**config.mk**
```make
export PLATFORM = sky130hd
export DESIGN_NAME = pointer_motion_report_merger_core
export DESIGN_NICKNAME = d
export VERILOG_FILES = /design/src/pmrm_pkg.sv /design/src/pointer_motion_report_merger_core.sv /design/src/pmrm_div.sv
export SDC_FILE = /design/constraint.sdc
export NUM_CORES = 1
export LEC_CHECK = 0
export ABC_AREA = 0
export BUFFER_PORTS_ARGS = -buffer_cell sky130_fd_sc_hd__buf_2
export CAP_MARGIN = 40
export CORE_AREA = 2 2 274 276
export DETAILED_ROUTE_END_ITERATION = 10
export DIE_AREA = 0 0 276 278
export SYNTH_ARGS = -nofsm -noshare
export SYNTH_HDL_FRONTEND = slang
export SYNTH_SLANG_ARGS = --single-unit
```
**constraint.sdc**
```tcl
create_clock -name clk -period 18.85 [get_ports clk]
set_clock_uncertainty 0.1 [all_clocks]
set_input_delay 3.77 -clock clk [delete_from_list [all_inputs] [get_ports clk]]
set_output_delay 3.77 -clock clk [all_outputs]
set_load 0.05 [all_outputs]
```
**src/pmrm_pkg.sv**
```systemverilog
// Package for the pointer motion report merger: item types, slot entry layout,
// opcodes, register indexes and field widths. No dependencies.
`timescale 1ns / 1ps

package pmrm_pkg;

  localparam int DEF_MAX_DEVICES = 4;

  localparam int ACC_W     = 16;           // accumulator width
  localparam int MAG_W     = ACC_W + 1;    // magnitude of an accumulator
  localparam int THR_W     = 11;           // threshold register width
  localparam int BTN_W     = 8;
  localparam int CFG_IDX_W = 2;
  localparam int REPORT_MAX = 127;

  localparam logic [1:0] OP_ALLOC  = 2'd0;
  localparam logic [1:0] OP_MOTION = 2'd1;
  localparam logic [1:0] OP_REPORT = 2'd2;

  localparam logic [CFG_IDX_W-1:0] REG_MOVE_THRESHOLD  = 2'd0;
  localparam logic [CFG_IDX_W-1:0] REG_WHEEL_THRESHOLD = 2'd1;

  localparam logic KIND_ALLOC  = 1'b0;
  localparam logic KIND_REPORT = 1'b1;

  typedef struct packed {
    logic [1:0]              opcode;
    logic [1:0]              slot;
    logic signed [ACC_W-1:0] delta_x;
    logic signed [ACC_W-1:0] delta_y;
    logic signed [ACC_W-1:0] delta_wheel;
    logic [BTN_W-1:0]        button_bits;
  } in_item_t;

  typedef struct packed {
    logic              result_kind;
    logic [1:0]        assigned_slot;
    logic              alloc_failed;
    logic [BTN_W-1:0]  report_buttons;
    logic signed [7:0] report_x;
    logic signed [7:0] report_y;
    logic signed [7:0] report_wheel;
  } out_item_t;

  typedef struct packed {
    logic signed [ACC_W-1:0] x;
    logic signed [ACC_W-1:0] y;
    logic signed [ACC_W-1:0] wheel;
    logic [BTN_W-1:0]        buttons;
  } slot_entry_t;

  typedef struct packed {
    logic             done;
    logic [MAG_W-1:0] quotient;
    logic [THR_W-1:0] remainder;
  } div_status_t;

endpackage

```
**src/pointer_motion_report_merger_core.sv**
```systemverilog
// Top level of the pointer motion report merger: slot memory, control sequencer
// and output register. Depends on pmrm_pkg and pmrm_div.
`timescale 1ns / 1ps

//  channel | direction | handshake            | payload
//  --------+-----------+----------------------+--------------------------
//  in      | in        | in_valid / in_stall  | in_data  (in_item_t)
//  out     | out       | out_valid / out_stall| out_data (out_item_t)
//  cfg     | in        | cfg_we               | cfg_index, cfg_data
//
// An allocate item passes through S_EMIT, a motion item through S_MOTION and an
// ignored item stays in S_IDLE; a report runs S_RWAIT and the 17-step divider
// in S_DIV for each slot (the three axes divide in parallel units). One item is
// worked on at a time; in_stall is high while an item is in progress. A
// finished result sits in the output register while the next item is accepted;
// a result is held back only when that register is still full. Reset clears
// the slot count, the thresholds (to 16) and the output register; slot memory
// is cleared entry by entry as slots are allocated, so no clearing pass is needed.

module pointer_motion_report_merger_core #(
  parameter int MAX_DEVICES = pmrm_pkg::DEF_MAX_DEVICES
) (
  input  logic                           clk,
  input  logic                           rst,
  input  logic                           in_valid,
  output logic                           in_stall,
  input  pmrm_pkg::in_item_t             in_data,
  output logic                           out_valid,
  input  logic                           out_stall,
  output pmrm_pkg::out_item_t            out_data,
  input  logic                           cfg_we,
  input  logic [pmrm_pkg::CFG_IDX_W-1:0] cfg_index,
  input  logic [pmrm_pkg::THR_W-1:0]     cfg_data
);
  import pmrm_pkg::*;

  localparam int SLOT_W = (MAX_DEVICES > 1) ? $clog2(MAX_DEVICES) : 1;
  localparam int CNT_W  = $clog2(MAX_DEVICES + 1);
  // Each step is at most 2^16 in magnitude; the sums must not wrap.
  localparam int SUM_W  = MAG_W + 1 + $clog2(MAX_DEVICES);

  localparam logic [2:0] S_IDLE   = 3'd0;
  localparam logic [2:0] S_MOTION = 3'd1;
  localparam logic [2:0] S_RWAIT  = 3'd2;
  localparam logic [2:0] S_DIV    = 3'd3;
  localparam logic [2:0] S_EMIT   = 3'd4;

  // Saturating 16-bit signed add.
  function automatic logic signed [ACC_W-1:0] sat_add(input logic signed [ACC_W-1:0] a,
                                                      input logic signed [ACC_W-1:0] b);
    logic signed [ACC_W:0] s;
    s = {a[ACC_W-1], a} + {b[ACC_W-1], b};
    if (s[ACC_W] != s[ACC_W-1]) begin
      sat_add = s[ACC_W] ? {1'b1, {(ACC_W-1){1'b0}}} : {1'b0, {(ACC_W-1){1'b1}}};
    end else begin
      sat_add = s[ACC_W-1:0];
    end
  endfunction

  function automatic logic [MAG_W-1:0] magnitude(input logic signed [ACC_W-1:0] a);
    logic [MAG_W-1:0] e;
    e = {a[ACC_W-1], a};
    magnitude = a[ACC_W-1] ? (MAG_W'(0) - e) : e;
  endfunction

  function automatic logic signed [7:0] clamp_report(input logic signed [SUM_W-1:0] s);
    if (s > SUM_W'(REPORT_MAX)) begin
      clamp_report = 8'(REPORT_MAX);
    end else if (s < -SUM_W'(REPORT_MAX)) begin
      clamp_report = 8'(-REPORT_MAX);
    end else begin
      clamp_report = s[7:0];
    end
  endfunction

  function automatic logic signed [SUM_W-1:0] signed_step(input logic [MAG_W-1:0] q,
                                                          input logic neg);
    logic signed [SUM_W-1:0] e;
    e = SUM_W'(q);
    signed_step = neg ? -e : e;
  endfunction

  function automatic logic signed [ACC_W-1:0] signed_rem(input logic [THR_W-1:0] r,
                                                         input logic neg);
    logic signed [ACC_W-1:0] e;
    e = ACC_W'(r);
    signed_rem = neg ? -e : e;
  endfunction

  // Configuration registers.
  logic [THR_W-1:0] move_threshold;
  logic [THR_W-1:0] wheel_threshold;
  logic [THR_W-1:0] move_div;
  logic [THR_W-1:0] wheel_div;

  always_ff @(posedge clk) begin
    if (rst) begin
      move_threshold  <= THR_W'(16);
      wheel_threshold <= THR_W'(16);
    end else if (cfg_we) begin
      unique case (cfg_index)
        REG_MOVE_THRESHOLD:  move_threshold  <= cfg_data;
        REG_WHEEL_THRESHOLD: wheel_threshold <= cfg_data;
        default: ;
      endcase
    end
  end

  // A threshold of zero divides by one.
  assign move_div  = (move_threshold == '0)  ? THR_W'(1) : move_threshold;
  assign wheel_div = (wheel_threshold == '0) ? THR_W'(1) : wheel_threshold;

  // Slot memory: one entry per device, read data registered.
  slot_entry_t mem [MAX_DEVICES];
  slot_entry_t mem_q;
  logic              mem_we;
  logic [SLOT_W-1:0] mem_waddr;
  slot_entry_t       mem_wdata;
  logic              mem_re;
  logic [SLOT_W-1:0] mem_raddr;

  always_ff @(posedge clk) begin
    if (mem_we) begin
      mem[mem_waddr] <= mem_wdata;
    end
    if (mem_re) begin
      mem_q <= mem[mem_raddr];
    end
  end

  // Control state.
  logic [2:0]        state;
  logic [CNT_W-1:0]  slots_in_use;
  logic [SLOT_W-1:0] idx;
  in_item_t          item;
  out_item_t         res;
  logic              neg_x, neg_y, neg_w;
  logic [BTN_W-1:0]  btn_acc;
  logic signed [SUM_W-1:0] sum_x, sum_y, sum_w;

  logic accept;
  logic full;
  logic slot_ok;
  logic last_slot;
  logic out_free;
  logic div_start;
  div_status_t st_x, st_y, st_w;
  logic signed [SUM_W-1:0] step_x, step_y, step_w;
  slot_entry_t motion_entry;
  slot_entry_t div_entry;
  out_item_t   start_res;

  assign in_stall  = (state != S_IDLE);
  assign accept    = in_valid && !in_stall;
  assign full      = (slots_in_use == CNT_W'(MAX_DEVICES));
  assign slot_ok   = ({{CNT_W{1'b0}}, in_data.slot} < {2'b00, slots_in_use});
  assign last_slot = ((CNT_W'(idx) + CNT_W'(1)) == slots_in_use);
  assign out_free  = !out_valid || !out_stall;
  assign div_start = (state == S_RWAIT);

  pmrm_div u_div_x (
    .clk(clk), .rst(rst), .start(div_start),
    .dividend(magnitude(mem_q.x)), .divisor(move_div), .status(st_x)
  );
  pmrm_div u_div_y (
    .clk(clk), .rst(rst), .start(div_start),
    .dividend(magnitude(mem_q.y)), .divisor(move_div), .status(st_y)
  );
  pmrm_div u_div_w (
    .clk(clk), .rst(rst), .start(div_start),
    .dividend(magnitude(mem_q.wheel)), .divisor(wheel_div), .status(st_w)
  );

  assign step_x = signed_step(st_x.quotient, neg_x);
  assign step_y = signed_step(st_y.quotient, neg_y);
  assign step_w = signed_step(st_w.quotient, neg_w);

  always_comb begin
    motion_entry.x       = sat_add(mem_q.x, item.delta_x);
    motion_entry.y       = sat_add(mem_q.y, item.delta_y);
    motion_entry.wheel   = sat_add(mem_q.wheel, item.delta_wheel);
    motion_entry.buttons = item.button_bits;

    div_entry.x       = signed_rem(st_x.remainder, neg_x);
    div_entry.y       = signed_rem(st_y.remainder, neg_y);
    div_entry.wheel   = signed_rem(st_w.remainder, neg_w);
    div_entry.buttons = mem_q.buttons;
  end

  // Result fields known when an item is accepted; a report fills in the rest
  // as it walks the slots.
  always_comb begin
    start_res              = '0;
    start_res.result_kind  = (in_data.opcode == OP_REPORT) ? KIND_REPORT : KIND_ALLOC;
    start_res.alloc_failed = (in_data.opcode == OP_ALLOC) && full;
    if (in_data.opcode == OP_ALLOC && !full) begin
      start_res.assigned_slot = 2'(slots_in_use);
    end
  end

  // Memory port control.
  always_comb begin
    mem_we    = 1'b0;
    mem_waddr = idx;
    mem_wdata = '0;
    mem_re    = 1'b0;
    mem_raddr = '0;
    unique case (state)
      S_IDLE: begin
        if (accept && in_data.opcode == OP_ALLOC && !full) begin
          // A new slot starts with cleared accumulators and buttons.
          mem_we    = 1'b1;
          mem_waddr = slots_in_use[SLOT_W-1:0];
        end
        if (accept && in_data.opcode == OP_MOTION && slot_ok) begin
          mem_re    = 1'b1;
          mem_raddr = SLOT_W'(in_data.slot);
        end
        if (accept && in_data.opcode == OP_REPORT && slots_in_use != '0) begin
          mem_re = 1'b1;
        end
      end
      S_MOTION: begin
        mem_we    = 1'b1;
        mem_waddr = SLOT_W'(item.slot);
        mem_wdata = motion_entry;
      end
      S_DIV: begin
        if (st_x.done) begin
          mem_we    = 1'b1;
          mem_wdata = div_entry;
          if (!last_slot) begin
            mem_re    = 1'b1;
            mem_raddr = idx + SLOT_W'(1);
          end
        end
      end
      default: ;
    endcase
  end

  // Sequencer.
  always_ff @(posedge clk) begin
    if (rst) begin
      state        <= S_IDLE;
      slots_in_use <= '0;
      out_valid    <= 1'b0;
    end else begin
      // S_EMIT refills the output register itself in the cycle it drains.
      if (out_valid && !out_stall && state != S_EMIT) begin
        out_valid <= 1'b0;
      end
      unique case (state)
        S_IDLE: begin
          if (accept) begin
            item <= in_data;
            res  <= start_res;
            case (in_data.opcode)
              OP_ALLOC: begin
                if (!full) begin
                  slots_in_use <= slots_in_use + CNT_W'(1);
                end
                state <= S_EMIT;
              end
              OP_MOTION: begin
                if (slot_ok) begin
                  state <= S_MOTION;
                end
              end
              OP_REPORT: begin
                idx     <= '0;
                btn_acc <= '0;
                sum_x   <= '0;
                sum_y   <= '0;
                sum_w   <= '0;
                state   <= (slots_in_use == '0) ? S_EMIT : S_RWAIT;
              end
              default: ;
            endcase
          end
        end
        S_MOTION: begin
          state <= S_IDLE;
        end
        S_RWAIT: begin
          // Entry data is on mem_q now; the dividers start on its magnitudes.
          neg_x   <= mem_q.x[ACC_W-1];
          neg_y   <= mem_q.y[ACC_W-1];
          neg_w   <= mem_q.wheel[ACC_W-1];
          btn_acc <= btn_acc | mem_q.buttons;
          state   <= S_DIV;
        end
        S_DIV: begin
          if (st_x.done) begin
            if (last_slot) begin
              res.report_buttons <= btn_acc;
              res.report_x       <= clamp_report(sum_x + step_x);
              res.report_y       <= clamp_report(sum_y + step_y);
              res.report_wheel   <= clamp_report(sum_w + step_w);
              state              <= S_EMIT;
            end else begin
              sum_x <= sum_x + step_x;
              sum_y <= sum_y + step_y;
              sum_w <= sum_w + step_w;
              idx   <= idx + SLOT_W'(1);
              state <= S_RWAIT;
            end
          end
        end
        S_EMIT: begin
          if (out_free) begin
            out_valid <= 1'b1;
            out_data  <= res;
            state     <= S_IDLE;
          end
        end
        default: state <= S_IDLE;
      endcase
    end
  end

`ifndef SYNTHESIS
  a_count_bound: assert property (@(posedge clk) disable iff (rst)
    slots_in_use <= CNT_W'(MAX_DEVICES))
    else $error("slot count exceeds the number of devices");

  a_alloc_count: assert property (@(posedge clk) disable iff (rst)
    (accept && in_data.opcode == OP_ALLOC && !full)
      |=> slots_in_use == CNT_W'($past(slots_in_use) + CNT_W'(1)))
    else $error("allocation did not advance the slot count");

  a_write_in_range: assert property (@(posedge clk) disable iff (rst)
    mem_we |-> CNT_W'(mem_waddr) <= slots_in_use)
    else $error("slot memory write beyond the allocated slots");

  a_div_lockstep: assert property (@(posedge clk) disable iff (rst)
    (st_x.done == st_y.done) && (st_y.done == st_w.done))
    else $error("axis dividers out of step");

  a_emit_only_when_free: assert property (@(posedge clk) disable iff (rst)
    (state == S_EMIT && out_valid && out_stall) |=> state == S_EMIT)
    else $error("result left the sequencer while the output register was full");
`endif

endmodule

```
**src/pmrm_div.sv**
```systemverilog
// Iterative restoring divider for accumulator magnitudes, one quotient bit per
// cycle. Depends on pmrm_pkg.
`timescale 1ns / 1ps

module pmrm_div (
  input  logic                      clk,
  input  logic                      rst,
  input  logic                      start,
  input  logic [pmrm_pkg::MAG_W-1:0] dividend,
  input  logic [pmrm_pkg::THR_W-1:0] divisor,
  output pmrm_pkg::div_status_t     status
);
  import pmrm_pkg::*;

  localparam int CNT_W = $clog2(MAG_W + 1);

  logic [CNT_W-1:0] cnt;
  logic [THR_W-1:0] div;
  logic [THR_W-1:0] rem;
  logic [MAG_W-1:0] quo;
  logic             done;
  logic [THR_W:0]   trial;

  assign trial = {rem, quo[MAG_W-1]};

  always_ff @(posedge clk) begin
    if (rst) begin
      cnt  <= '0;
      done <= 1'b0;
    end else if (start) begin
      cnt  <= CNT_W'(MAG_W);
      done <= 1'b0;
      div  <= divisor;
      rem  <= '0;
      quo  <= dividend;
    end else if (cnt != '0) begin
      cnt  <= cnt - CNT_W'(1);
      done <= (cnt == CNT_W'(1));
      if (trial >= {1'b0, div}) begin
        rem <= THR_W'(trial - {1'b0, div});
        quo <= {quo[MAG_W-2:0], 1'b1};
      end else begin
        rem <= trial[THR_W-1:0];
        quo <= {quo[MAG_W-2:0], 1'b0};
      end
    end else begin
      done <= 1'b0;
    end
  end

  assign status.done      = done;
  assign status.quotient  = quo;
  assign status.remainder = rem;

endmodule

```
==> impl_metrics.ini, run 1 <==
[route]
post-route-drc-count = 12
viasPerCell = 5.73
drt_wl_total_mm = 81.2
num_vias = 23700
wire_per_inst_um = 19.6
postRouteAntennaNets = 0
firstDrtPassIters = 8
drtIter0Drc = 1909

[pwr]
cellPowerDensity_nw_per_um2 = 118
peakVddDrop_mv = 0.0578
cellLeakagePower_uw = 0.0143

[timing]
timing.setup.tns_ns = 0
worstMarginPinSlew_ns = 1.02
clock.fmax_mhz = 153
rsz0062_at_grt = false
finalSetupViolCount = 0
slew_headroom_pct = 32.0
period_share_pct = 34.8
slew_viol_final = 0
worst_hold_slack_ns = 0.314
hold_violations = 0
period_needed_ns = 6.56

[finish]
layout-drive-gt1-share_pct = 9.82
fin_nets = 3365
final_common_cell = edfxtp_1
mostFrequentLayoutCells = edfxtp_1 (589), nand2_1 (295), nor2_1 (221)
n_fill_cell = 6494
area_growth_pct = 12.6

[setup_path]
worstPathMaxFanout = 90
required_ns = 19.19
start_kind = input pin
arrival_ns = 6.90
worstSetupPathType = input pin to register
crit_path_end_kind = register

[min_path]
hp-class = register to register

[global_routing]
gr-total-overflow = 0
grt_antenna_before_repair = 3
grt_usage_pct = 21.1
grt_pass1_vias = 23700
grt_max_degree = 91
grt_pass1_wl_mm = 129

[synth]
syn_area_um2 = 33800
async_flop_share_pct = 0
synth-edff-count = 589
synthCells = 3005
synthesis.nets = 3260
syn_avg_cell_area_um2 = 11.2
yosysUniqueCellTypes = 82
yosysWarningCount = 0
ys_seq_elements = 634
synth.area.top_cells = edfxtp_1 (52%), ha_1 (6.2%), nand2_1 (3.3%)
synth-main-ff-cell = edfxtp_1
synth_area_leader_cell = edfxtp_1
synth_top_area_share_pct = 52.4
ys_seq_area_share_pct = 55.1

[floorplan]
die_w_um = 276
die_area_um2 = 76700
io_pins = 116
rows = 100
core_um2 = 73800
initial_utilization_pct = 45.7
die_h_um = 278

[placed_design]
hpwl_mm = 58.0
gp_congestion = 0.845
portBuffers = 115

[cts]
hold_buffers = 0
clkLatencyLatePin_ns = 0.61
cts_sinks = 634
cts-root-buf = clkbuf_16
cts_resized = 0
cts_setup_buffers = 0
cts_max_path_buffers = 3
clk_pin_slew_worst_paths_ns = 0.06
cts_buffers = 70
h-tree-depth = 3
cts_tree = done

[run]
drv_cap = 0

[status]
violations = design-rule violations
status = complete, but fails checks
worst max-delay path, cell delays in order:
cell and delay, ns:
buf_2 0.13, ha_1 0.28, a21oi_1 0.06, o21ai_0 0.27, nor2_1 0.16, a22oi_2 0.86
buf_4 0.82, and2_1 0.26, a211oi_1 0.06, a31oi_1 0.14
routing by layer:
metal | GRT usage [%] | share of wire [%] | vias up
met5 | 0 | 0.015 | -
met4 | 6.85 | 2.5 | 2
met3 | 3.04 | 5.2 | 128
met2 | 35.4 | 47 | 622
met1 | 28.3 | 45 | 11500
li1 | - | - | 11400
flip-flops by register name, indices dropped and copies added, names as in the netlist, 20 cells and up:
signal,cells
mem_q,48
item,58
mem,224
sum_x,20
sum_y,20
out_data,36
res,36
sum_w,20
path summary, 6_finish.rpt:
check,slack [ns],cells after the start,end,startpoint
min,0.31,0,out_data[9],res[9]
min reg2reg,0.31,0,out_data[9],res[9]
max,12.29,10,mem_q[11],in_data[57]
max reg2reg,13.43,15,res[10],u_div_y.quo[2]
Yosys cell counts (37+ instances only):
master and count:
a31oi_1 72, clkbuf_1 115, nand2_1 297, nor2_1 224
nand3_1 45, o21ai_0 171, edfxtp_1 589, and2_1 84
a211oi_1 84, ha_1 168, dfxtp_1 45, xor2_1 104
a21o_1 54, nor3_1 62, nand2b_1 37, mux2i_1 58
inv_1 105, xnor2_1 116, a21oi_1 124
final cells by class:
cell class	instances	area [um^2]	area share, %
antenna	2	5.00	0.0132
clock buffer	93	1950	5.14
clock inverter	37	403	1.06
inverter	105	394	1.04
multi-input combinational	2138	14400	37.8
sequential	634	18600	48.9
tap	969	1210	3.19
timing repair buffer	161	1070	2.81
metrics by stage:
stage / utilization [%] / area (um^2) / setup slack, ns / cells / total power, uW
floorplan: - / 33800 / 9.78 / 3005 / 2780
global route: 51.5 / 38000 / 12.05 / 4138 / 4760
global placement: 47.9 / 35400 / 11.81 / 3990 / 3070
finish: 51.5 / 38000 / 12.29 / 4139 / 4500
detailed placement: 48.3 / 35600 / 11.75 / 4007 / 3120
CTS: 51.5 / 38000 / 12.36 / 4137 / 4530
cells by family after synthesis:
kind of cell	Yosys count	share of synthesized area [%]
flops	634	55.1
buf+inv	233	2.71
fa+ha+maj	185	7.00
compound gates	723	14.0
simple gates	951	13.7
xor+xnor	221	5.76
mux	58	1.72
where the power goes:
part / internal [uW] / switching [uW] / total, uW
sequential: 1720 / 149 / 1870
clock: 842 / 557 / 1400
combinational: 502 / 730 / 1230
total: 3070 / 1440 / 4500
No activity file was read; power rests on OpenSTA's default activity.
==> run 2, diff against run 1 <==
==> constraint.sdc (replaced) <==
create_clock -name clk -period 5.7 [get_ports clk]
set_clock_uncertainty 0.1 [all_clocks]
set_input_delay 1.14 -clock clk [delete_from_list [all_inputs] [get_ports clk]]
set_output_delay 1.14 -clock clk [all_outputs]
set_load 0.05 [all_outputs]
==> run 2 against run 1 <==
  * The run still ends with design-rule violations left
  * Final cell count about the same
  * Utilization hardly changed
  * Via count about the same
  * Sequential cell count did not move
  * Largest power group unchanged
  * Highest routed layer is now met4
==> impl_metrics.ini, run 2 (synthesis results as in run 1) <==
[global_routing]
grt_pass1_vias = 23300
gr-total-overflow = 0
grt_pass1_wl_mm = 128
grt_antenna_before_repair = 1
grt_max_degree = 83
grt_usage_pct = 21.0

[finish]
fin_nets = 3371
largest-register = mem
ff_latch_area_um2 = 18600
area_growth_pct = 12.7
layout-drive-gt1-share_pct = 10.0
largest_register_ffs = 224
n_fill_cell = 6410
multi_input_area_um2 = 14400
mostFrequentLayoutCells = edfxtp_1 (589), nand2_1 (295), nor2_1 (221)
fin_util_pct = 51.5
final_common_cell = edfxtp_1
top_regs = mem: 224 flops, item: 58 flops, mem_q: 48 flops

[floorplan]
die_area_um2 = 76700
io_pins = 116
initial_utilization_pct = 45.7
core_um2 = 73800
rows = 100
die_h_um = 278
die_w_um = 276

[timing]
clock.fmax_mhz = 198
period_share_pct = 88.7
timing.setup.tns_ns = 0
hold_violations = 0
slew_headroom_pct = 31.3
worst_hold_slack_ns = 0.310
rsz0062_at_grt = false
slew_viol_final = 0
period_needed_ns = 5.05
worstMarginPinSlew_ns = 1.03
finalSetupViolCount = 0

[min_path]
hp-class = register to register
hold_path_depth = 0

[pwr]
power.total_uw = 14800
intPower_uw = 10000
switching_share_pct = 32.3
p_seq_share_pct = 41.8
p_switching_uw = 4780
cellLeakagePower_uw = 0.0143
clkPwrFrac_pct = 30.7
cellPowerDensity_nw_per_um2 = 389
combinationalPowerShare_pct = 27.5
peakVddDrop_mv = 0.296

[placed_design]
hpwl_mm = 58.2
gp_congestion = 0.881
portBuffers = 115

[route]
drt-met1-wl_mm = 38.5
num_vias = 23700
drtIter0Drc = 1591
drt_wl_total_mm = 81.9
postRouteAntennaNets = 0
firstDrtPassIters = 9
post-route-drc-count = 14
wl_met2_mm = 37.3
wl_met3_mm = 4.10
top_layer = met4
viasPerCell = 5.73
wire_per_inst_um = 19.8

[setup_path]
critical-path-max-stage-delay_ns = 0.57
required_ns = 5.92
crit_path_end_kind = register
worstSetupPathType = register to register
rr_worst_depth = 15
arrival_ns = 5.28
rrSetupSlack_ns = 0.65
path_buf_inv = 0
timing.critical_path.slowest_stage_cell = or4_1
start_kind = register
path_cells = or4_1, or3_1, or2_2, o41ai_1, xnor2_1, ha_1, and3_1, nand2_1, nor3_1, nor2_1, xnor2_1, nand4_1, or4_1, o311ai_2, a21oi_1
cpLargestDelayFamily = simple AND/OR/NAND/NOR gates
path_depth = 15
worstPathMaxFanout = 6

[cts]
cts_sinks = 634
cts_setup_buffers = 0
clkLatencyLatePin_ns = 0.61
cts_max_path_buffers = 3
h-tree-depth = 3
cts_buffers = 71
cts_tree = done
cts_resized = 0
cts-root-buf = clkbuf_16
hold_buffers = 0
clk_pin_slew_worst_paths_ns = 0.07

[status]
status = complete, but fails checks
violations = design-rule violations

[run]
drv_cap = 0
[run 2: cell count changes in the layout (fill, tap and decap cells not counted), moves of 3 or more]
cell	delta
buf_16	+3
buf_4	+7
buf_8	-3
bufinv_16	-4
clkinv_1	-5
[run 2: path summary, 6_finish.rpt]
path / endpoint / startpoint
setup / recovery: res[17] / u_div_x.quo[5]
hold / removal: out_data[18] / res[18]
setup reg to reg: res[17] / u_div_x.quo[5]
hold reg to reg: out_data[18] / res[18]
[run 2: layout make-up]
class | instances | area share (%)
antenna | 1 | 0.00658
clock buffer | 94 | 5.20
clock inverter | 33 | 0.885
inverter | 105 | 1.04
multi-input combinational | 2138 | 37.8
sequential | 634 | 48.9
tap | 969 | 3.19
timing repair buffer | 166 | 2.98
[run 2: per-stage QoR]
stage | area [um^2] | cells | worst slack, ns
detailed placement | 35700 | 4012 | 0.669
global route | 38000 | 4139 | 0.0231
global placement | 35500 | 4000 | 0.699
CTS | 38000 | 4139 | 0.630
floorplan | 33800 | 3005 | 0.275
finish | 38000 | 4140 | 0.646
[run 2: power by group through the flow]
stage                     logic [uW]  registers (uW)  clock network (uW)
after floorplan                 3070            6130                   0
after global placement          3910            6240                   0
after detailed placement        4030            6260                   0
after CTS                       4060            6170                4650
after global routing            4570            6240                4830
final                           4070            6180                4530
[run 2: metal layers]
metal / track usage (%) / vias up
met3: 2.75 / 115
li1: - / 11400
met1: 29.5 / 11500
met4: 6.28 / 0
met5: 0 / -
met2: 34.1 / 617
